**src/rtl/rotary_encoder_parameter_editor_defines.svh**
```systemverilog
// ----------------------------------------------------------------------------
// Rotary encoder parameter editor: assertion macros
// Shared assertion wrappers. They check on the rising edge of clock and are
// held off while reset is high. Synthesis builds see empty bodies.
// ----------------------------------------------------------------------------
`ifndef ROTARY_ENCODER_PARAMETER_EDITOR_DEFINES_SVH
`define ROTARY_ENCODER_PARAMETER_EDITOR_DEFINES_SVH

`ifndef SYNTHESIS

// The condition must hold at every clock edge out of reset.
`define REP_ASSERT_ALWAYS(lbl, cond) \
   lbl: assert property (@(posedge clock) disable iff (reset) (cond)) \
      else $error("rep assertion failed");

// When the first condition holds, the second must hold in the next cycle.
`define REP_ASSERT_NEXT(lbl, ante, cons) \
   lbl: assert property (@(posedge clock) disable iff (reset) (ante) |=> (cons)) \
      else $error("rep assertion failed");

`else

`define REP_ASSERT_ALWAYS(lbl, cond)
`define REP_ASSERT_NEXT(lbl, ante, cons)

`endif

`endif

```
**src/rtl/rep_pkg.sv**
```systemverilog
// ----------------------------------------------------------------------------
// Rotary encoder parameter editor package
// Widths, table geometry, reset values, register indexes and shared types.
// ----------------------------------------------------------------------------
package rep_pkg;

   // Table geometry.
   localparam int NUM_ENTRIES      = 11;
   localparam int EDITABLE_ENTRIES = 7;
   localparam int NUM_DEFAULTS     = 7;

   // Field widths.
   localparam int IDX_W   = 4;
   localparam int VAL_W   = 9;
   localparam int SLOT_W  = 2;
   localparam int CFG_W   = 8;
   localparam int CNT_W   = 9;
   localparam int DUTY_W  = 17;
   localparam int CSR_A_W = 8;

   // Register reset values.
   localparam logic [CFG_W-1:0]        OFF_DELAY_RST    = 8'd100;
   localparam logic [CFG_W-1:0]        VALUE_MAX_RST    = 8'hff;
   localparam logic signed [CFG_W-1:0] SPECIAL_MIN_RST  = -8'sd128;
   localparam logic [IDX_W-1:0]        SPECIAL_SLOT_RST = 4'd1;

   // Configuration register indexes.
   typedef enum logic [CSR_A_W-1:0] {
      CSR_OFF_DELAY    = 8'd0,
      CSR_VALUE_MAX    = 8'd1,
      CSR_SPECIAL_MIN  = 8'd2,
      CSR_SPECIAL_SLOT = 8'd3
   } csr_index_type;

   // One input word as held in the input register.
   typedef struct packed {
      logic                    enc_a;
      logic                    enc_b;
      logic                    button;
      logic                    pump_idle;
      logic                    scan_done;
      logic                    meas_valid;
      logic [SLOT_W-1:0]       meas_slot;
      logic signed [VAL_W-1:0] meas_value;
   } req_item_type;

   // Events decoded from the filtered encoder and the button.
   typedef struct packed {
      logic step;
      logic cw;
      logic release_btn;
   } enc_event_type;

   // Write request into the value table.
   typedef struct packed {
      logic                    en;
      logic [IDX_W-1:0]        addr;
      logic signed [VAL_W-1:0] data;
   } tbl_write_type;

   // Reset content of one table entry.
   function automatic logic signed [VAL_W-1:0] default_value(input int idx);
      logic signed [VAL_W-1:0] val;
      val = '0;
      case (idx)
         0: val = 9'sd100;
         1: val = 9'sd0;
         2: val = 9'sd20;
         3: val = 9'sd4;
         4: val = 9'sd0;
         5: val = 9'sd0;
         6: val = 9'sd64;
         default: val = '0;
      endcase
      return val;
   endfunction

endpackage

```
**src/rtl/rep_encoder_filter.sv**
```systemverilog
// ----------------------------------------------------------------------------
// Encoder and button front end
// Debounces A and B (two equal samples), detects a rising filtered A as a
// step and a high-to-low button level as a release.
// ----------------------------------------------------------------------------
module rep_encoder_filter (
   input  logic                   clock,
   input  logic                   reset,
   input  logic                   advance,
   input  logic                   enc_a,
   input  logic                   enc_b,
   input  logic                   button,
   output rep_pkg::enc_event_type events
);

   logic a_last_ff, a_last_in;
   logic a_filt_ff, a_filt_in;
   logic a_old_ff, a_old_in;
   logic b_last_ff, b_last_in;
   logic b_filt_ff, b_filt_in;
   logic btn_last_ff, btn_last_in;

   // Filtered copies take the raw level when two samples agree.
   always_comb begin
      a_filt_in   = (enc_a == a_last_ff) ? enc_a : a_filt_ff;
      b_filt_in   = (enc_b == b_last_ff) ? enc_b : b_filt_ff;
      a_last_in   = enc_a;
      b_last_in   = enc_b;
      a_old_in    = a_filt_in;
      btn_last_in = button;
   end

   // Event decode from the freshly filtered encoder levels and the raw button.
   always_comb begin
      events.step        = a_filt_in & ~a_old_ff;
      events.cw          = ~b_filt_in;
      events.release_btn = ~button & btn_last_ff;
   end

   // Filter state moves only when a word is processed.
   always_ff @(posedge clock) begin
      if (reset) begin
         a_last_ff   <= 1'b0;
         a_filt_ff   <= 1'b0;
         a_old_ff    <= 1'b0;
         b_last_ff   <= 1'b0;
         b_filt_ff   <= 1'b0;
         btn_last_ff <= 1'b0;
      end else if (advance) begin
         a_last_ff   <= a_last_in;
         a_filt_ff   <= a_filt_in;
         a_old_ff    <= a_old_in;
         b_last_ff   <= b_last_in;
         b_filt_ff   <= b_filt_in;
         btn_last_ff <= btn_last_in;
      end
   end

endmodule

```
**src/rtl/rep_value_table.sv**
```systemverilog
// ----------------------------------------------------------------------------
// Value table
// Register file of parameter and measurement entries with two write ports
// and one read port. The read sees a measurement write of the same word.
// ----------------------------------------------------------------------------
module rep_value_table (
   input  logic                                   clock,
   input  logic                                   reset,
   input  logic                                   advance,
   input  rep_pkg::tbl_write_type                 meas_wr,
   input  rep_pkg::tbl_write_type                 save_wr,
   input  logic [rep_pkg::IDX_W-1:0]              rd_addr,
   output logic signed [rep_pkg::VAL_W-1:0]       rd_data
);

   logic signed [rep_pkg::VAL_W-1:0] vals_ff [rep_pkg::NUM_ENTRIES];
   logic                             rd_in_range;
   logic signed [rep_pkg::VAL_W-1:0] rd_raw;

   // Read with bypass of the measurement write only; a save to the read
   // address in the same word is not bypassed.
   always_comb begin
      rd_in_range = (32'(rd_addr) < rep_pkg::NUM_ENTRIES);
      rd_raw      = rd_in_range ? vals_ff[rd_addr] : '0;
      if (meas_wr.en && (meas_wr.addr == rd_addr)) begin
         rd_data = meas_wr.data;
      end else begin
         rd_data = rd_raw;
      end
   end

   // Entry registers, loaded with the defaults at reset.
   always_ff @(posedge clock) begin
      if (reset) begin
         for (int i = 0; i < rep_pkg::NUM_ENTRIES; i++) begin
            vals_ff[i] <= rep_pkg::default_value(i);
         end
      end else if (advance) begin
         for (int i = 0; i < rep_pkg::NUM_ENTRIES; i++) begin
            if (meas_wr.en && (32'(meas_wr.addr) == i)) begin
               vals_ff[i] <= meas_wr.data;
            end else if (save_wr.en && (32'(save_wr.addr) == i)) begin
               vals_ff[i] <= save_wr.data;
            end
         end
      end
   end

endmodule

```
**src/rtl/rep_pump_delay.sv**
```systemverilog
// ----------------------------------------------------------------------------
// Pump-off delay
// Servo enable rises while the pump runs and drops on the first idle tick
// past the configured number of idle ticks.
// ----------------------------------------------------------------------------
module rep_pump_delay (
   input  logic                      clock,
   input  logic                      reset,
   input  logic                      advance,
   input  logic                      pump_idle,
   input  logic [rep_pkg::CFG_W-1:0] off_delay,
   output logic                      enable_next
);

   logic                      enable_ff, enable_in;
   logic [rep_pkg::CNT_W-1:0] count_ff, count_in;
   logic [rep_pkg::CNT_W-1:0] count_inc;

   // Count idle ticks while enabled; clear on a running pump or on expiry.
   always_comb begin
      count_inc = count_ff + 1'b1;
      enable_in = enable_ff;
      count_in  = count_ff;
      if (!pump_idle) begin
         enable_in = 1'b1;
         count_in  = '0;
      end else if (enable_ff) begin
         if (count_inc > {1'b0, off_delay}) begin
            enable_in = 1'b0;
            count_in  = '0;
         end else begin
            count_in = count_inc;
         end
      end
      enable_next = enable_in;
   end

   always_ff @(posedge clock) begin
      if (reset) begin
         enable_ff <= 1'b0;
         count_ff  <= '0;
      end else if (advance) begin
         enable_ff <= enable_in;
         count_ff  <= count_in;
      end
   end

endmodule

```
**src/rtl/rotary_encoder_parameter_editor.sv**
```systemverilog
// ----------------------------------------------------------------------------
// Rotary encoder parameter editor
// A word accepted on req_ reaches rsp_ via the input and result registers.
// Throughput: one word per cycle while rsp_ready is high, set by the single
// pass from the input register through the menu logic into the result register.
// Reset: synchronous and active high; the table returns to its defaults and
// the configuration registers to their reset values, with no clearing pass.
// ----------------------------------------------------------------------------
`include "rotary_encoder_parameter_editor_defines.svh"

module rotary_encoder_parameter_editor (
   input  logic                                  clock,
   input  logic                                  reset,
   // Input channel.
   input  logic                                  req_valid,
   output logic                                  req_ready,
   input  logic                                  req_enc_a,
   input  logic                                  req_enc_b,
   input  logic                                  req_button,
   input  logic                                  req_pump_idle,
   input  logic                                  req_scan_done,
   input  logic                                  req_meas_valid,
   input  logic [rep_pkg::SLOT_W-1:0]            req_meas_slot,
   input  logic signed [rep_pkg::VAL_W-1:0]      req_meas_value,
   // Result channel.
   output logic                                  rsp_valid,
   input  logic                                  rsp_ready,
   output logic signed [rep_pkg::VAL_W-1:0]      rsp_shown_value,
   output logic [rep_pkg::IDX_W-1:0]             rsp_selected_index,
   output logic                                  rsp_editing,
   output logic                                  rsp_redraw_pulse,
   output logic                                  rsp_save_pulse,
   output logic                                  rsp_refresh_pulse,
   output logic                                  rsp_servo_enable,
   output logic signed [rep_pkg::DUTY_W-1:0]     rsp_duty_word,
   // Configuration port.
   input  logic                                  csr_valid,
   output logic                                  csr_ready,
   input  logic [rep_pkg::CSR_A_W-1:0]           csr_index,
   input  logic [rep_pkg::CFG_W-1:0]             csr_wdata
);

   // Configuration registers.
   logic [rep_pkg::CFG_W-1:0]        off_delay_ff;
   logic [rep_pkg::CFG_W-1:0]        value_max_ff;
   logic signed [rep_pkg::CFG_W-1:0] special_min_ff;
   logic [rep_pkg::IDX_W-1:0]        special_slot_ff;

   // Input register.
   logic                  in_valid_ff, in_valid_in;
   rep_pkg::req_item_type in_item_ff, in_item_in;

   // Menu state.
   logic [rep_pkg::IDX_W-1:0]        cur_index_ff, cur_index_in;
   logic signed [rep_pkg::VAL_W-1:0] cur_value_ff, cur_value_in;
   logic                             edit_ff, edit_in;
   logic                             scan_pend_ff, scan_pend_in;

   // Result register.
   logic                              out_valid_ff, out_valid_in;
   logic signed [rep_pkg::VAL_W-1:0]  out_value_ff;
   logic [rep_pkg::IDX_W-1:0]         out_index_ff;
   logic                              out_edit_ff;
   logic                              out_redraw_ff, out_redraw_in;
   logic                              out_save_ff, out_save_in;
   logic                              out_refresh_ff, out_refresh_in;
   logic                              out_servo_ff;

   // Datapath signals.
   logic                             advance;
   rep_pkg::enc_event_type           events;
   rep_pkg::tbl_write_type           meas_wr;
   rep_pkg::tbl_write_type           save_wr;
   logic [rep_pkg::IDX_W:0]          meas_dst;
   logic [rep_pkg::IDX_W-1:0]        rd_addr;
   logic [rep_pkg::IDX_W-1:0]        next_index;
   logic signed [rep_pkg::VAL_W-1:0] rd_data;
   logic signed [rep_pkg::VAL_W-1:0] low_limit;
   logic signed [rep_pkg::VAL_W-1:0] high_limit;
   logic                             toggle;
   logic                             scan_seen;
   logic                             servo_next;
   logic                             idx_last;
   logic                             idx_first;

   // Handshake: the input register moves into the result register whenever
   // the result register is empty or being drained.
   always_comb begin
      advance      = in_valid_ff && (!out_valid_ff || rsp_ready);
      req_ready    = !in_valid_ff || advance;
      in_valid_in  = req_valid ? 1'b1 : (advance ? 1'b0 : in_valid_ff);
      out_valid_in = advance ? 1'b1 : (rsp_ready ? 1'b0 : out_valid_ff);
      in_item_in.enc_a      = req_enc_a;
      in_item_in.enc_b      = req_enc_b;
      in_item_in.button     = req_button;
      in_item_in.pump_idle  = req_pump_idle;
      in_item_in.scan_done  = req_scan_done;
      in_item_in.meas_valid = req_meas_valid;
      in_item_in.meas_slot  = req_meas_slot;
      in_item_in.meas_value = req_meas_value;
      csr_ready = 1'b1;
   end

   rep_encoder_filter u_filter (
      .clock   (clock),
      .reset   (reset),
      .advance (advance),
      .enc_a   (in_item_ff.enc_a),
      .enc_b   (in_item_ff.enc_b),
      .button  (in_item_ff.button),
      .events  (events)
   );

   rep_pump_delay u_pump (
      .clock       (clock),
      .reset       (reset),
      .advance     (advance),
      .pump_idle   (in_item_ff.pump_idle),
      .off_delay   (off_delay_ff),
      .enable_next (servo_next)
   );

   rep_value_table u_table (
      .clock   (clock),
      .reset   (reset),
      .advance (advance),
      .meas_wr (meas_wr),
      .save_wr (save_wr),
      .rd_addr (rd_addr),
      .rd_data (rd_data)
   );

   // Measurement write lands after the editable entries.
   always_comb begin
      meas_dst     = (rep_pkg::IDX_W+1)'(rep_pkg::EDITABLE_ENTRIES)
                     + (rep_pkg::IDX_W+1)'(in_item_ff.meas_slot);
      meas_wr.en   = in_item_ff.meas_valid
                     && (32'(meas_dst) < rep_pkg::NUM_ENTRIES);
      meas_wr.addr = meas_dst[rep_pkg::IDX_W-1:0];
      meas_wr.data = in_item_ff.meas_value;
   end

   // Button release toggles edit mode on an editable entry; leaving edit
   // mode stores the value back.
   always_comb begin
      toggle       = !events.step && events.release_btn
                     && (32'(cur_index_ff) < rep_pkg::EDITABLE_ENTRIES);
      save_wr.en   = toggle && edit_ff;
      save_wr.addr = cur_index_ff;
      save_wr.data = cur_value_ff;
   end

   // Browse target with wrap in both directions.
   always_comb begin
      idx_last  = (32'(cur_index_ff) >= rep_pkg::NUM_ENTRIES - 1);
      idx_first = (cur_index_ff == '0)
                  || (32'(cur_index_ff) >= rep_pkg::NUM_ENTRIES);
      if (events.cw) begin
         next_index = idx_last ? '0 : cur_index_ff + 1'b1;
      end else begin
         next_index = idx_first ? rep_pkg::IDX_W'(rep_pkg::NUM_ENTRIES - 1)
                                : cur_index_ff - 1'b1;
      end
      rd_addr = events.step ? next_index : cur_index_ff;
   end

   // Edit limits.
   always_comb begin
      high_limit = $signed({1'b0, value_max_ff});
      low_limit  = (cur_index_ff == special_slot_ff)
                   ? $signed({special_min_ff[rep_pkg::CFG_W-1], special_min_ff})
                   : '0;
   end

   // Menu update: a step wins over the button and over a pending scan.
   always_comb begin
      scan_seen      = scan_pend_ff || in_item_ff.scan_done;
      cur_index_in   = cur_index_ff;
      cur_value_in   = cur_value_ff;
      edit_in        = edit_ff ^ toggle;
      scan_pend_in   = scan_seen;
      out_redraw_in  = events.step;
      out_save_in    = toggle;
      out_refresh_in = 1'b0;
      if (events.step) begin
         if (edit_ff) begin
            if (events.cw) begin
               if (cur_value_ff < high_limit) begin
                  cur_value_in = cur_value_ff + 9'sd1;
               end
            end else if (cur_value_ff > low_limit) begin
               cur_value_in = cur_value_ff - 9'sd1;
            end
         end else begin
            cur_index_in = next_index;
            cur_value_in = rd_data;
         end
      end else if (scan_seen) begin
         scan_pend_in = 1'b0;
         if (32'(cur_index_ff) >= rep_pkg::EDITABLE_ENTRIES) begin
            cur_value_in   = rd_data;
            out_refresh_in = 1'b1;
         end
      end
   end

   // Configuration writes.
   always_ff @(posedge clock) begin
      if (reset) begin
         off_delay_ff    <= rep_pkg::OFF_DELAY_RST;
         value_max_ff    <= rep_pkg::VALUE_MAX_RST;
         special_min_ff  <= rep_pkg::SPECIAL_MIN_RST;
         special_slot_ff <= rep_pkg::SPECIAL_SLOT_RST;
      end else if (csr_valid && csr_ready) begin
         unique case (csr_index)
            rep_pkg::CSR_OFF_DELAY:    off_delay_ff    <= csr_wdata;
            rep_pkg::CSR_VALUE_MAX:    value_max_ff    <= csr_wdata;
            rep_pkg::CSR_SPECIAL_MIN:  special_min_ff  <= $signed(csr_wdata);
            rep_pkg::CSR_SPECIAL_SLOT: special_slot_ff <= csr_wdata[rep_pkg::IDX_W-1:0];
            default: ;
         endcase
      end
   end

   // Control registers.
   always_ff @(posedge clock) begin
      if (reset) begin
         in_valid_ff  <= 1'b0;
         out_valid_ff <= 1'b0;
         cur_index_ff <= '0;
         cur_value_ff <= rep_pkg::default_value(0);
         edit_ff      <= 1'b0;
         scan_pend_ff <= 1'b0;
      end else begin
         in_valid_ff  <= in_valid_in;
         out_valid_ff <= out_valid_in;
         if (advance) begin
            cur_index_ff <= cur_index_in;
            cur_value_ff <= cur_value_in;
            edit_ff      <= edit_in;
            scan_pend_ff <= scan_pend_in;
         end
      end
   end

   // Input word and result word registers.
   always_ff @(posedge clock) begin
      if (req_valid && req_ready) begin
         in_item_ff <= in_item_in;
      end
      if (advance) begin
         out_value_ff   <= cur_value_in;
         out_index_ff   <= cur_index_in;
         out_edit_ff    <= edit_in;
         out_redraw_ff  <= out_redraw_in;
         out_save_ff    <= out_save_in;
         out_refresh_ff <= out_refresh_in;
         out_servo_ff   <= servo_next;
      end
   end

   // Result ports; the duty word is the shown value shifted up a byte, plus one.
   always_comb begin
      rsp_valid          = out_valid_ff;
      rsp_shown_value    = out_value_ff;
      rsp_selected_index = out_index_ff;
      rsp_editing        = out_edit_ff;
      rsp_redraw_pulse   = out_redraw_ff;
      rsp_save_pulse     = out_save_ff;
      rsp_refresh_pulse  = out_refresh_ff;
      rsp_servo_enable   = out_servo_ff;
      rsp_duty_word      = $signed({out_value_ff, 8'h01});
   end

   // Assertions.
   `REP_ASSERT_ALWAYS(a_step_excludes_save, !(out_valid_ff && out_redraw_ff && out_save_ff))
   `REP_ASSERT_ALWAYS(a_step_excludes_refresh, !(out_valid_ff && out_redraw_ff && out_refresh_ff))
   `REP_ASSERT_ALWAYS(a_edit_on_editable, !(edit_ff && (32'(cur_index_ff) >= rep_pkg::EDITABLE_ENTRIES)))
   `REP_ASSERT_NEXT(a_advance_fills_output, advance, out_valid_ff)

endmodule
```
**config.mk**
```make
export PLATFORM = sky130hd
export DESIGN_NAME = rotary_encoder_parameter_editor
export DESIGN_NICKNAME = d
export VERILOG_FILES = /design/src/rtl/rep_pkg.sv /design/src/rtl/rep_encoder_filter.sv /design/src/rtl/rep_value_table.sv /design/src/rtl/rep_pump_delay.sv /design/src/rtl/rotary_encoder_parameter_editor.sv
export VERILOG_INCLUDE_DIRS = /design/src /design/src/rtl
export SDC_FILE = /design/constraint.sdc
export NUM_CORES = 1
export LEC_CHECK = 0
export BUFFER_PORTS_ARGS = -buffer_cell sky130_fd_sc_hd__buf_2
export CAP_MARGIN = 20
export CORE_ASPECT_RATIO = 0.6
export CORE_MARGIN = 3
export CORE_UTILIZATION = 35
export DETAILED_ROUTE_END_ITERATION = 16
export PLACE_DENSITY = 0.55
export SLEW_MARGIN = 10
export SYNTH_ARGS = -nofsm -noshare
export SYNTH_HDL_FRONTEND = slang
export SYNTH_SLANG_ARGS = --single-unit
```
**constraint.sdc**
```tcl
create_clock -name clock -period 3.9 [get_ports clock]
set_clock_uncertainty 0.2 [all_clocks]
set_input_delay 0.195 -clock clock [delete_from_list [all_inputs] [get_ports clock]]
set_output_delay 0.195 -clock clock [all_outputs]
set_load 0.005 [all_outputs]
```
== Word-level counts from Yosys, hierarchy flattened ==
Memory sizes are Yosys's and may differ from the RTL's.
Cells that the tools add are included.
Operators by class
  add/sub/neg operators: 6
  magnitude comparators: 9
  eq/ne operators: 28
  multiplexer cells: 158
  bitwise gates (word level): 28
  reduce and logical (&&, ||, !) cells: 47
Operators by type and width (count)
  9-bit 2-to-1 mux: 40
  1-bit 2-to-1 mux: 112
  4-bit by 3-bit == test with 1-bit output (second input constant): 8
  1-bit logical AND: 29
  4-bit == test (second input constant): 6
  4-bit 2-to-1 mux: 6
  1-bit bitwise OR: 22
  4-bit by 2-bit == test with 1-bit output (second input constant): 4
  8-bit by 2-bit == test with 1-bit output (second input constant): 2
  2-bit AND reduction: 5
  9-bit by 1-bit adder with 9-bit output (second input constant): 1
  9-bit by 2-bit adder with 9-bit output (second input constant): 1
  9-bit by 8-bit > comparator with 1-bit output: 1
  9-bit > comparator: 1
  9-bit < comparator: 1
  9-bit by 2-bit subtractor with 9-bit output (second input constant): 1
  4-bit by 1-bit == test with 1-bit output (second input constant): 2
  4-bit == test: 2
  8-bit by 1-bit == test with 1-bit output (second input constant): 1
  4-bit greater-or-equal comparator (second input constant): 2
  4-bit zero test: 2
  8-bit zero test: 1
  4-bit < comparator (second input constant): 2
  3-bit by 2-bit adder with 4-bit output (first input constant): 1
  other kinds (13): 23
Storage, ports and cells
  flip-flop bits (word level): 95
  bits in writable memories: 99
  input port bits: 38
  output and inout port bits: 38
  word-level logic and storage cells: 309
  memories: 1
Memories
  u_table.vals_ff: depth 11, width 9, read ports 1, clocked after Yosys merged registers in 0, write ports 11, RTL line rep_value_table.sv:16  | logic signed [rep_pkg::VAL_W-1:0] vals_ff [rep_pkg::NUM_ENTRIES];

== Longest topological paths before layout ==
  depth in word-level cells: 14
  gate-level depth with buffers: 14
  gate-level depth less buffers: 12

== Modules after synthesis ==
Synthesis repeated with hierarchy kept, for this count alone.
Unflattened totals
  cells, all modules: 1001
  area total of the unflattened synthesis: 10898.0 um^2
Modules (own cells, without submodules)
  rep_value_table: times used 1, cells an instance 422, area each 5480.3 um^2, seq. area each 2972.9 um^2
  rotary_encoder_parameter_editor: times used 1, cells an instance 458, area each 4419.2 um^2, seq. area each 1951.9 um^2
  rep_pump_delay: times used 1, cells an instance 95, area each 743.2 um^2, seq. area each 200.2 um^2
  rep_encoder_filter: times used 1, cells an instance 26, area each 255.2 um^2, seq. area each 100.1 um^2

== Worst setup path after synthesis ==
Ideal clock, no wire load.
  path type: register -> register
  from: register cur_index_ff[2] in the netlist's numbering
  to: register out_value_ff, in the netlist rsp_shown_value[5], data pin
  arrival: 3529 ps
  path slack: -91 ps
  cell stages (with the launch flop): 15
  path buffers: 2
  clock period less this slack: 3991 ps
  path through: dfxtp_1 -> buf_2 -> buf_1 -> xor2_1 -> nor4_1 -> nand2_1 -> ha_1 -> nand3_1 -> o21bai_1 -> a31oi_1 -> o21ai_0 -> o32ai_1 -> mux2i_1 -> a211oi_1 -> nand2_1
On the way
  longest elaborated chain between the ends: 11
RTL lines
  start: declaration: RTL line rotary_encoder_parameter_editor.sv:54  | logic [rep_pkg::IDX_W-1:0] cur_index_ff, cur_index_in;
  start signal: assignment: RTL line rotary_encoder_parameter_editor.sv:238  | cur_index_ff <= cur_index_in;
  4-bit greater-or-equal comparator / 4-bit zero test (equally long branches): RTL line rotary_encoder_parameter_editor.sv:157, rotary_encoder_parameter_editor.sv:156
  1-bit logical OR: RTL line rotary_encoder_parameter_editor.sv:157  | || (32'(cur_index_ff) >= rep_pkg::NUM_ENTRIES);
  4-bit 2-to-1 mux: RTL line rotary_encoder_parameter_editor.sv:161  | next_index = idx_first ? rep_pkg::IDX_W'(rep_pkg::NUM_ENTRIES - 1)
  4-bit 2-to-1 mux: RTL line rotary_encoder_parameter_editor.sv:158  | if (events.cw) begin
  4-bit 2-to-1 mux: RTL line rotary_encoder_parameter_editor.sv:164  | rd_addr = events.step ? next_index : cur_index_ff;
  memory 11 x 9 bit, or another cell as far along
  9-bit 2-to-1 mux / 1-bit logical AND (equally long branches): RTL line rep_value_table.sv:24, rep_value_table.sv:25
  9-bit 2-to-1 mux: RTL line rep_value_table.sv:25  | if (meas_wr.en && (meas_wr.addr == rd_addr)) begin
  9-bit 2-to-1 mux: RTL line rotary_encoder_parameter_editor.sv:200  | if (32'(cur_index_ff) >= rep_pkg::EDITABLE_ENTRIES) begin
  9-bit 2-to-1 mux: RTL line rotary_encoder_parameter_editor.sv:198  | end else if (scan_seen) begin
  9-bit 2-to-1 mux *: RTL line rotary_encoder_parameter_editor.sv:185  | if (events.step) begin
  net cur_value_in, one bit: RTL line rotary_encoder_parameter_editor.sv:55  | logic signed [rep_pkg::VAL_W-1:0] cur_value_ff, cur_value_in;
  end signal: assignment: RTL line rotary_encoder_parameter_editor.sv:252  | out_value_ff <= cur_value_in;
  end: declaration: RTL line rotary_encoder_parameter_editor.sv:61  | logic signed [rep_pkg::VAL_W-1:0] out_value_ff;
Mark *: on every way through the listed nets, which the timed path passes. The rest lies on a longest branch.
A chain may end at the register's enable or synchronous reset.

== Final worst setup path ==
  from: register cur_index_ff[0] in the netlist's numbering
  to: register out_value_ff, in the netlist rsp_shown_value[7], data pin
The elaborated chain is that of the path after synthesis.

==> run_results.csv <==
group,metric,value,unit
critical_path,worstReg2RegStart,"cur_index_ff[0]$_SDFFE_PP0P_",
floorplan,die_h,142,um
synth,yosysSeqAreaShare,48.7,%
layout,final_common_cell,"edfxtp_1",
sta,max_clock_freq,266,MHz
synth,synth_edf_count,134,
sta,finalSetupViolations,0,
synth,yosys_warnings,0,
cts,clock_sinks,194,
cts,post_cts_buffers,0,
grt,gr-total-overflow,0,
layout,mostFrequentLayoutCells,"edfxtp_1 (134), nand2_1 (99), nor2_1 (93)",
placed_design,port_buffers,66,
layout,multi_input_area,0.00494,sq mm
synth,syn-mean-instance-area,10.4,sq um
placed_design,gp_congestion,0.928,
critical_path,cp-start-kind,"flip-flop",
routing,detail_route.wl_per_cell,22.3,um
power_and_ir_drop,leakage,4.80,nW
power_and_ir_drop,irDropWorstVdd,0.000292,V
layout,ff_latch_area,0.00523,sq mm
hold_path,hold_path_startpoint,"csr_index[0]",
floorplan,rows,48,
critical_path,worst-setup-path-type,"flip-flop to flip-flop",
critical_path,crit_fanout,38,
synth,synth_top_flop_cell,"edfxtp_1",
cts,clockBufferDepth,2,
placed_design,dpl.hpwl,23900,um
routing,routed_wl,33700,um
floorplan,core-area,0.0295,sq mm
sta,rsz0062_at_grt,"no",
cts,tritoncts,"built",
layout,utilization,41.7,%
sta,slew_headroom,43.9,%
hold_path,hp-class,"primary input to flip-flop",
sta,setup_tns,0,ns
cts,cts.clk_slew.worst_paths,0.08,ns
synth,ys_types,81,
cts,numCtsBuffers,17,
floorplan,die_w,232,um
synth,synth-seq-cells,194,
floorplan,pin_count,76,
sta,finalCritPeriodShare,96.5,%
cts,insertion_delay,0.46,ns
critical_path,end_kind,"flip-flop",
layout,areaGrowthSynthToFinish,14.5,%
grt,grt_max_degree,47,
grt,grt_pass1_vias,7679,
power_and_ir_drop,power_density,375,mW/mm^2
routing,drc,0,
routing,antenna_left,0,
sta,worstMarginPinSlew,0.839,ns
sta,period_minus_slack,3.76,ns
routing,detail_route.iter0.violations,1029,
cts,clock-root-buffer,"clkbuf_16",
grt,grt_first_pass_wirelength,50300,um
critical_path,crit_arrival,3.76,ns
floorplan,dieArea,0.0329,sq mm
sta,hold_viol,0,
layout,diodes,0,
layout,nets,1178,
routing,first_pass_iters,6,
synth,syn_inst,1032,
synth,synth.cell_area,0.0107,sq mm
critical_path,startpoint,"cur_index_ff[0]$_SDFFE_PP0P_",
sta,slew_viol_final,0,
layout,drive_gt1_share,15.5,%
layout,fill_cells,2784,
status,status,"completed",
synth,synthArstFlopShare,0,%
critical_path,required,3.90,ns
grt,antenna_found_initial,0,
routing,vias,8505,
grt,grt.total_usage,20.7,%
routing,viasPerCell,5.63,
floorplan,start_util,36.4,%
cts,htreeDepth,4,
job,maxCapViolations,0,
per-layer routing:
metal | vias up | track usage (%) | routed length, um
met5 | - | 0 | 0
met4 | 0 | 4.53 | 332
met3 | 22 | 5.40 | 3450
met2 | 417 | 24.6 | 12100
met1 | 4161 | 35.4 | 17800
li1 | 3905 | - | -
cell usage after synthesis, drive strengths merged (4+ instances only):
library cell,instances,area [sq um]
a21oi,41,205
mux2,13,146
nor2b,5,31.3
nand2,99,372
xor2,7,61.3
a22oi,11,82.6
o21ai,40,204
nor3,10,66.3
mux2i,74,744
o21a,9,67.6
and3,34,213
ha,41,513
clkbuf,58,224
o2111ai,4,35.0
edfxtp,134,4020
nor2,93,349
a211oi,10,75.1
nand4,19,119
or3,8,55.1
nand2b,12,75.1
dfxtp,60,1200
buf,35,262
inv,32,120
or2,4,25.0
xnor2,7,68.8
o211ai,19,143
nand3,26,130
a31oi,9,71.3
and2,15,93.8
a22o,37,325
o22ai,7,43.8
worst max-delay path, stage by stage, from the launching register on:
cell	delay (ns)
dfxtp_1	0.46
inv_1	0.16
ha_1	0.31
o31a_1	0.32
or3_4	0.37
a31oi_4	0.20
buf_12	0.27
mux2i_1	0.35
mux2_1	0.19
o22ai_1	0.08
o21ai_0	0.41
nand2_1	0.12
final timing paths:
kind	to	slack, ns	depth (start not counted)
min	off_delay_ff[5]$_SDFFE_PP1P_	0.06	4
max reg2reg	rsp_shown_value[7]$_DFFE_PP_	0.14	11
min reg2reg	u_filter.btn_last_ff$_SDFFE_PP0P_	0.25	2
max	rsp_shown_value[7]$_DFFE_PP_	0.14	11
kinds of logic after synthesis:
group,after synthesis,share of synthesized area [%]
other,2,0.0699
muxes,90,8.93
xor gates and xnor gates,14,1.21
AOI/OAI and AO/OA,222,15.0
and+or+nand+nor,343,15.6
DFF,194,48.7
buffers and inverters,125,5.64
adders and majority gates,42,4.88
through the flow:
stage | setup WS [ns] | hold slack [ns] | std cells | total power [mW] | instance area (sq um)
global route | 0.0745 | 0.0880 | 1512 | 4.77 | 12300
global placement | 0.321 | 0.172 | 1452 | 2.84 | 11400
floorplan | 0.124 | 0.0939 | 1039 | 2.65 | 10800
finish | 0.138 | 0.0615 | 1512 | 4.61 | 12300
CTS | 0.225 | 0.0438 | 1512 | 4.62 | 12300
detailed placement | 0.242 | 0.173 | 1452 | 2.84 | 11400
cell type report:
| cell class | instances | area share (%) |
|---|---|---|
| tap | 400 | 4.07 |
| timing repair buffer | 134 | 7.61 |
| multi-input combinational | 720 | 40.2 |
| clock inverter | 13 | 1.11 |
| clock buffer | 19 | 3.52 |
| sequential | 194 | 42.5 |
| inverter | 32 | 0.977 |
sequential cells by signal, summed over array words and instances (netlist names), 4 cells and up:
register / cells
value_max_ff: 8
in_item_ff: 17
u_table.vals_ff: 99
special_min_ff: 8
cur_value_ff: 9
rsp_shown_value: 9
u_pump.count_ff: 9
special_slot_ff: 4
rsp_selected_index: 4
cur_index_ff: 4
off_delay_ff: 8
repair_timing:
action / 4_1_cts / 5_1_grt
endpoints found under the hold margin: 47 / 0
endpoints found under the setup margin: 0 / 3
gates resized for setup: 0 / 2
hold buffers: 28 / 0
power breakdown:
part	internal [mW]	leakage (nW)	switching, mW
clock network	0.946	0.278	0.827
logic	0.174	2.70	0.317
registers	2.27	1.83	0.0701
Note: power is estimated with default switching activity, not from simulation.
